`src/othb_pkg.sv`:
```
// Shared constants and types for the overwriting trace history buffer.
package othb_pkg;

    // Default sizing of the history ring
    localparam int DEPTH_DEF        = 64;
    localparam int RECORD_WIDTH_DEF = 64;

    // Fixed widths of the request and result fields
    localparam int KIND_W   = 2;
    localparam int DATA_W   = 64;
    localparam int LIMIT_W  = 7;
    localparam int CNT_W    = 64;

    // A single read never returns more than this many records
    localparam int MAX_RESULTS = 64;

    // Request kinds
    localparam logic [KIND_W-1:0] KIND_APPEND = 2'd0;
    localparam logic [KIND_W-1:0] KIND_READ   = 2'd1;
    localparam logic [KIND_W-1:0] KIND_CLEAR  = 2'd2;

    // Sequencer states
    typedef enum logic {
        S_IDLE,
        S_READ
    } t_state;

endpackage

```
`src/overwriting_trace_history_buffer.sv`:
```
// History ring of trace records that overwrites the oldest entry when full.
// Append and clear requests produce no result and leave busy low.
// A read returning N records (N >= 1) holds busy while it walks the ring and emits one record per
// cycle, each passing through the registered single read port of the record store.
// A read returning nothing emits one empty reply on the cycle after acceptance.
// Reset (synchronous, active low) clears positions, counters and flag; store contents stay.
module overwriting_trace_history_buffer #(
    parameter int DEPTH        = othb_pkg::DEPTH_DEF,
    parameter int RECORD_WIDTH = othb_pkg::RECORD_WIDTH_DEF
) (
    input  logic                         i_clk,
    input  logic                         i_rst_n,
    input  logic                         start,
    output logic                         busy,
    input  logic [othb_pkg::KIND_W-1:0]  i_kind,
    input  logic [othb_pkg::DATA_W-1:0]  i_entry_data,
    input  logic [othb_pkg::LIMIT_W-1:0] i_read_limit,
    output logic                         o_strobe,
    output logic [othb_pkg::DATA_W-1:0]  o_record_out,
    output logic                         o_is_last,
    output logic                         o_empty_reply,
    output logic [othb_pkg::LIMIT_W-1:0] o_returned_count,
    output logic [othb_pkg::CNT_W-1:0]   o_total_seen,
    output logic [othb_pkg::CNT_W-1:0]   o_dropped_seen,
    output logic                         o_was_truncated
);
    import othb_pkg::*;

    localparam int AW = $clog2(DEPTH);
    localparam int CW = $clog2(DEPTH + 1);
    localparam int WW = (CW > LIMIT_W) ? CW : LIMIT_W;
    localparam int SW = WW + 1;

    localparam logic [AW-1:0]    LAST_POS = AW'(DEPTH - 1);
    localparam logic [CW-1:0]    FULL_CNT = CW'(DEPTH);
    localparam logic [SW-1:0]    DEPTH_S  = SW'(DEPTH);
    localparam logic [SW-1:0]    MAXRES_S = SW'(MAX_RESULTS);
    localparam logic [CNT_W-1:0] CNT_MAX  = '1;

    // Record store
    logic [RECORD_WIDTH-1:0] r_mem [DEPTH];
    logic [RECORD_WIDTH-1:0] r_rd_data;

    // Control and status registers
    t_state              r_state, n_state;
    logic [AW-1:0]       r_wpos, n_wpos;
    logic [CW-1:0]       r_stored, n_stored;
    logic [CNT_W-1:0]    r_total, n_total;
    logic [CNT_W-1:0]    r_dropped, n_dropped;
    logic                r_trunc, n_trunc;
    logic [AW-1:0]       r_addr, n_addr;
    logic [LIMIT_W-1:0]  r_left, n_left;
    logic [LIMIT_W-1:0]  r_count, n_count;
    logic                r_out_strobe, n_out_strobe;
    logic                r_out_last, n_out_last;
    logic                r_out_empty, n_out_empty;

    logic                accept;
    logic                full;
    logic [SW-1:0]       stored_s, limit_s, clip1, clip2, start_sum, start_idx;
    logic [LIMIT_W-1:0]  rd_count;
    logic [AW-1:0]       rd_start;

    assign accept = start && !busy;
    assign full   = (r_stored == FULL_CNT);

    // Read length: min(limit, stored, MAX_RESULTS) and index of first record
    always_comb begin
        stored_s = SW'(r_stored);
        limit_s  = SW'(i_read_limit);
        clip1    = (stored_s < limit_s) ? stored_s : limit_s;
        clip2    = (clip1 < MAXRES_S) ? clip1 : MAXRES_S;
        rd_count = clip2[LIMIT_W-1:0];
        if (full) begin
            start_sum = SW'(r_wpos) + (DEPTH_S - clip2);
        end else begin
            start_sum = stored_s - clip2;
        end
        start_idx = (start_sum >= DEPTH_S) ? (start_sum - DEPTH_S) : start_sum;
        rd_start  = start_idx[AW-1:0];
    end

    // Next state
    always_comb begin
        n_state = r_state;
        case (r_state)
            S_IDLE: begin
                if (accept && i_kind == KIND_READ && rd_count != '0) begin
                    n_state = S_READ;
                end
            end
            S_READ: begin
                if (r_left == LIMIT_W'(1)) begin
                    n_state = S_IDLE;
                end
            end
            default: n_state = S_IDLE;
        endcase
    end

    // Datapath and outputs of the sequencer
    always_comb begin
        busy         = (r_state == S_READ);
        n_wpos       = r_wpos;
        n_stored     = r_stored;
        n_total      = r_total;
        n_dropped    = r_dropped;
        n_trunc      = r_trunc;
        n_addr       = r_addr;
        n_left       = r_left;
        n_count      = r_count;
        n_out_strobe = 1'b0;
        n_out_last   = 1'b0;
        n_out_empty  = 1'b0;
        case (r_state)
            S_IDLE: begin
                if (accept) begin
                    case (i_kind)
                        KIND_APPEND: begin
                            n_wpos = (r_wpos == LAST_POS) ? '0 : r_wpos + AW'(1);
                            if (full) begin
                                n_trunc = 1'b1;
                                if (r_dropped != CNT_MAX) begin
                                    n_dropped = r_dropped + CNT_W'(1);
                                end
                            end else begin
                                n_stored = r_stored + CW'(1);
                            end
                            if (r_total != CNT_MAX) begin
                                n_total = r_total + CNT_W'(1);
                            end
                        end
                        KIND_READ: begin
                            n_count = rd_count;
                            if (rd_count == '0) begin
                                // nothing to return: one empty reply
                                n_out_strobe = 1'b1;
                                n_out_last   = 1'b1;
                                n_out_empty  = 1'b1;
                            end else begin
                                n_addr = rd_start;
                                n_left = rd_count;
                            end
                        end
                        KIND_CLEAR: begin
                            n_wpos    = '0;
                            n_stored  = '0;
                            n_total   = '0;
                            n_dropped = '0;
                            n_trunc   = 1'b0;
                        end
                        default: ;
                    endcase
                end
            end
            S_READ: begin
                // one record read per cycle, walking the ring
                n_out_strobe = 1'b1;
                n_out_last   = (r_left == LIMIT_W'(1));
                n_left       = r_left - LIMIT_W'(1);
                n_addr       = (r_addr == LAST_POS) ? '0 : r_addr + AW'(1);
            end
            default: ;
        endcase
    end

    // Control registers
    always_ff @(posedge i_clk) begin
        if (!i_rst_n) begin
            r_state      <= S_IDLE;
            r_wpos       <= '0;
            r_stored     <= '0;
            r_total      <= '0;
            r_dropped    <= '0;
            r_trunc      <= 1'b0;
            r_addr       <= '0;
            r_left       <= '0;
            r_count      <= '0;
            r_out_strobe <= 1'b0;
            r_out_last   <= 1'b0;
            r_out_empty  <= 1'b0;
        end else begin
            r_state      <= n_state;
            r_wpos       <= n_wpos;
            r_stored     <= n_stored;
            r_total      <= n_total;
            r_dropped    <= n_dropped;
            r_trunc      <= n_trunc;
            r_addr       <= n_addr;
            r_left       <= n_left;
            r_count      <= n_count;
            r_out_strobe <= n_out_strobe;
            r_out_last   <= n_out_last;
            r_out_empty  <= n_out_empty;
        end
    end

    // Record store: write on append, registered read while streaming
    always_ff @(posedge i_clk) begin
        if (accept && r_state == S_IDLE && i_kind == KIND_APPEND) begin
            r_mem[r_wpos] <= i_entry_data[RECORD_WIDTH-1:0];
        end
        if (r_state == S_READ) begin
            r_rd_data <= r_mem[r_addr];
        end
    end

    // Result ports
    assign o_strobe         = r_out_strobe;
    assign o_record_out     = r_out_empty ? '0 : DATA_W'(r_rd_data);
    assign o_is_last        = r_out_last;
    assign o_empty_reply    = r_out_empty;
    assign o_returned_count = r_count;
    assign o_total_seen     = r_total;
    assign o_dropped_seen   = r_dropped;
    assign o_was_truncated  = r_trunc;

endmodule
```
`config.mk`:
```
export PLATFORM = sky130hd
export DESIGN_NAME = overwriting_trace_history_buffer
export DESIGN_NICKNAME = d
export VERILOG_FILES = /design/src/othb_pkg.sv /design/src/overwriting_trace_history_buffer.sv
export SDC_FILE = /design/constraint.sdc
export NUM_CORES = 2
export LEC_CHECK = 0
export BUFFER_PORTS_ARGS = -buffer_cell sky130_fd_sc_hd__buf_2
export CAP_MARGIN = 10
export CORE_UTILIZATION = 35
export CTS_BUF_LIST = sky130_fd_sc_hd__clkbuf_16
export DETAILED_ROUTE_END_ITERATION = 8
export GPL_ROUTABILITY_DRIVEN = 0
export PLACE_DENSITY = 0.54
export SYNTH_ARGS = -nofsm -noshare
export SYNTH_HDL_FRONTEND = slang
export SYNTH_SLANG_ARGS = --single-unit
```
`constraint.sdc`:
```
create_clock -name i_clk -period 10.8 [get_ports i_clk]
set_clock_uncertainty 0.1 [all_clocks]
set_input_delay 0 -clock i_clk [delete_from_list [all_inputs] [get_ports i_clk]]
set_output_delay 0 -clock i_clk [all_outputs]
set_load 0.05 [all_outputs]
```
==> results.cfg <==
[outcome]
status = finished clean

[min_path]
hold_class = input port to flip-flop
hold_depth = 3
hold_start = i_entry_data[31]
min_to = r_mem[36][31]

[pwr]
p_int_mw = 26.7
clockPowerShare_pct = 43.4
pwr-share-comb_pct = 2.1
p_per_area_mw_per_mm2 = 177
p_seq_share_pct = 54.4
ir_worst_vdd_mv = 0.145
swShare_pct = 20.9
total_power_mw = 33.8
p_leak_nw = 57.5
p_sw_mw = 7.05

[layout]
layout-drive-gt1-share_pct = 30.1
final_cell_mix = 4160 x edfxtp_1, 1280 x mux4_2, 442 x clkbuf_16, 279 x buf_2, 195 x buf_4
final_nets = 7964
fin_cells = 14459
stdcell_area_mm2 = 0.191
final_common_cell = edfxtp_1
area_growth_pct = 15.1

[detailed_routing]
drt_iter0_markers = 9477
vias = 80487
firstDrtPassIters = 7
met2_length_um = 227000
routedWlPerCell_um = 32.5
routed.top_layer = met5
drcViolationCount = 0
via_per_inst = 5.57
wl_met1_um = 198000
ant_nets = 0
route.met3.wl_um = 35300
wl_um = 470000

[clocking]
postCtsSetupBuffers = 0
cts-resized-gates = 0
clockRootBuffer = clkbuf_16
numCtsBuffers = 439
clk_latency_ps = 1040
hold_buffers = 86
clk_pin_slew_worst_paths_ps = 60
cts_tree = yes
clkSinkCount = 4326
max-clock-path-buffers = 4
cts-htree-levels = 5

[sta]
rsz0062_at_grt = false
fmax_mhz = 197
fin_setup_tns_ps = 0
setup_viol = 0
fin_crit_ps = 5080
hold_ws_ps = 91.0
period_share_pct = 47.1
hold_violations = 0
worstMarginPinSlew_ps = 1280
slew_headroom_pct = 15.0
finalMaxSlewViolations = 0

[synth]
ys.flop_type = edfxtp_1
seq_area_frac_synth_pct = 77.3
synth_area_per_cell_um2 = 23.0
netlist_area_mm2 = 0.166
ys_async_sr_fraction_pct = 0
syn-num-nets = 7308
yosys.area.top_type = edfxtp_1
netlist_instances = 7206
ys_ff_latch = 4326
synth_edf_count = 4160
synth_area_leaders = edfxtp_1 75%, mux4_2 17%, dfxtp_1 2.0%
yosys_warnings = 0
yosysUniqueCellTypes = 64
synth_top_cell_area_share_pct = 75.3

[setup_path]
criticalPathCategory = flip-flop to flip-flop
reg2reg_from = busy
endpoint_kind = flip-flop
regToRegSetupSlack_ps = 5720
crit_required_ps = 11310
cp_max_fo = 27
critPathArrivalTime_ps = 5590
r2r_end = r_mem[19][39]
worstRegToRegCells = 7
start_kind = flip-flop
critPathLaunch = busy

[floorplanning]
start_util_pct = 35.2
die_h_um = 690
io_pins = 280
die_w_um = 690
fp-row-count = 252
die_area_mm2 = 0.477
core_area_mm2 = 0.471

[placement]
port_buffers = 279
dpl_cell_area_mm2 = 0.176
dp.cells = 13554
dp_hpwl_um = 252000

[global_routing]
grt_pass1_vias = 82176
grt_max_degree = 128
antenna_found_initial = 40
grt_pass1_wl_um = 655000
overflow = 0
grtUsageTotal_pct = 19.3

[flow_run]
drv_cap = 0
-- cell usage after synthesis, types with 4 or more instances --
master	instances
or2_2	6
o21ai_1	5
buf_2	68
nand4_1	75
ha_1	24
nand2_1	134
o31ai_1	5
xnor2_1	59
a21oi_1	49
or3_1	29
nor2b_1	73
nor3_1	38
nor4_1	27
a211oi_1	9
nor4b_1	4
and4_1	16
edfxtp_1	4160
a22oi_1	129
a21o_1	5
nor2_1	240
and3_1	21
clkbuf_1	241
inv_1	30
a31oi_1	6
and2_1	8
dfxtp_1	166
buf_1	63
mux4_2	1280
nand2b_1	7
nand3_1	77
o21a_1	4
xor2_1	57
nand3b_1	6
o21ai_0	36
-- area by class of cell --
cell class                 count  area (um2)
tap                         6223        7790
clock inverter               362        2840
clock buffer                 442       11100
multi-input combinational   2474       36500
timing repair buffer         589        4290
sequential                  4326      128000
antenna                       11        27.5
inverter                      32         120
fill                       40981      280000
-- metrics by stage --
step / utilization (%) / setup WS, ps
after floorplan: - / 5100
after global placement: 37.3 / 5340
after detailed placement: 37.3 / 5380
after CTS: 40.5 / 5340
after global routing: 40.5 / 5480
final: 40.5 / 5720
-- worst max-delay path, stage by stage, from the launching register on --
cell and delay (ps):
dfxtp_4 500, nor2b_1 270, nand2b_1 110, nor2_1 690
nand3_1 900, nor2_4 750, buf_4 600, buf_4 680
-- sequential cells by signal (all words and copies together) (netlist names), 7 cells and up --
name              cells
r_mem              4096
r_left                7
o_returned_count      7
r_stored              7
r_rd_data            64
o_total_seen         64
o_dropped_seen       64
-- worst max-delay path by stage --
stage	end	slack, ps	cells after the start
global route	r_mem[47][31]	5480	7
floorplan	r_mem[61][0]	5100	5
CTS	r_mem[45][24]	5340	7
finish	r_mem[19][39]	5720	7
global placement	r_mem[45][18]	5340	7
detailed placement	r_mem[45][30]	5380	7
-- power groups by stage --
stage / combinational [mW] / sequential (mW) / clock [mW]
after detailed placement: 0.709 / 18.8 / 0
after global placement: 0.685 / 18.8 / 0
after floorplan: 0.289 / 18.8 / 0
final: 0.725 / 18.4 / 14.7
after global routing: 0.775 / 18.4 / 15.6
after CTS: 0.737 / 18.4 / 14.9
-- logic make-up (layout without fill, tap and decap cells) --
| logic type | count (synthesis) | in the layout | synth area share [%] |
|---|---|---|---|
| buf+inv | 406 | 1425 | 0.975 |
| mux | 1284 | 1284 | 17.4 |
| flops | 4326 | 4326 | 77.3 |
| xor+xnor | 116 | 116 | 0.613 |
| other cells | 0 | 11 | 0 |
| compound gates | 269 | 269 | 1.09 |
| simple gates | 779 | 779 | 2.38 |
| fa+ha+maj | 26 | 26 | 0.205 |
-- routing by layer --
layer / GRT usage [%] / vias to the layer above
met2: 31.4 / 3264
met1: 27.4 / 44542
met3: 3.30 / 575
met4: 4.08 / 22
met5: 0 / -
li1: - / 32084
Power figures use the tool's default switching activity.
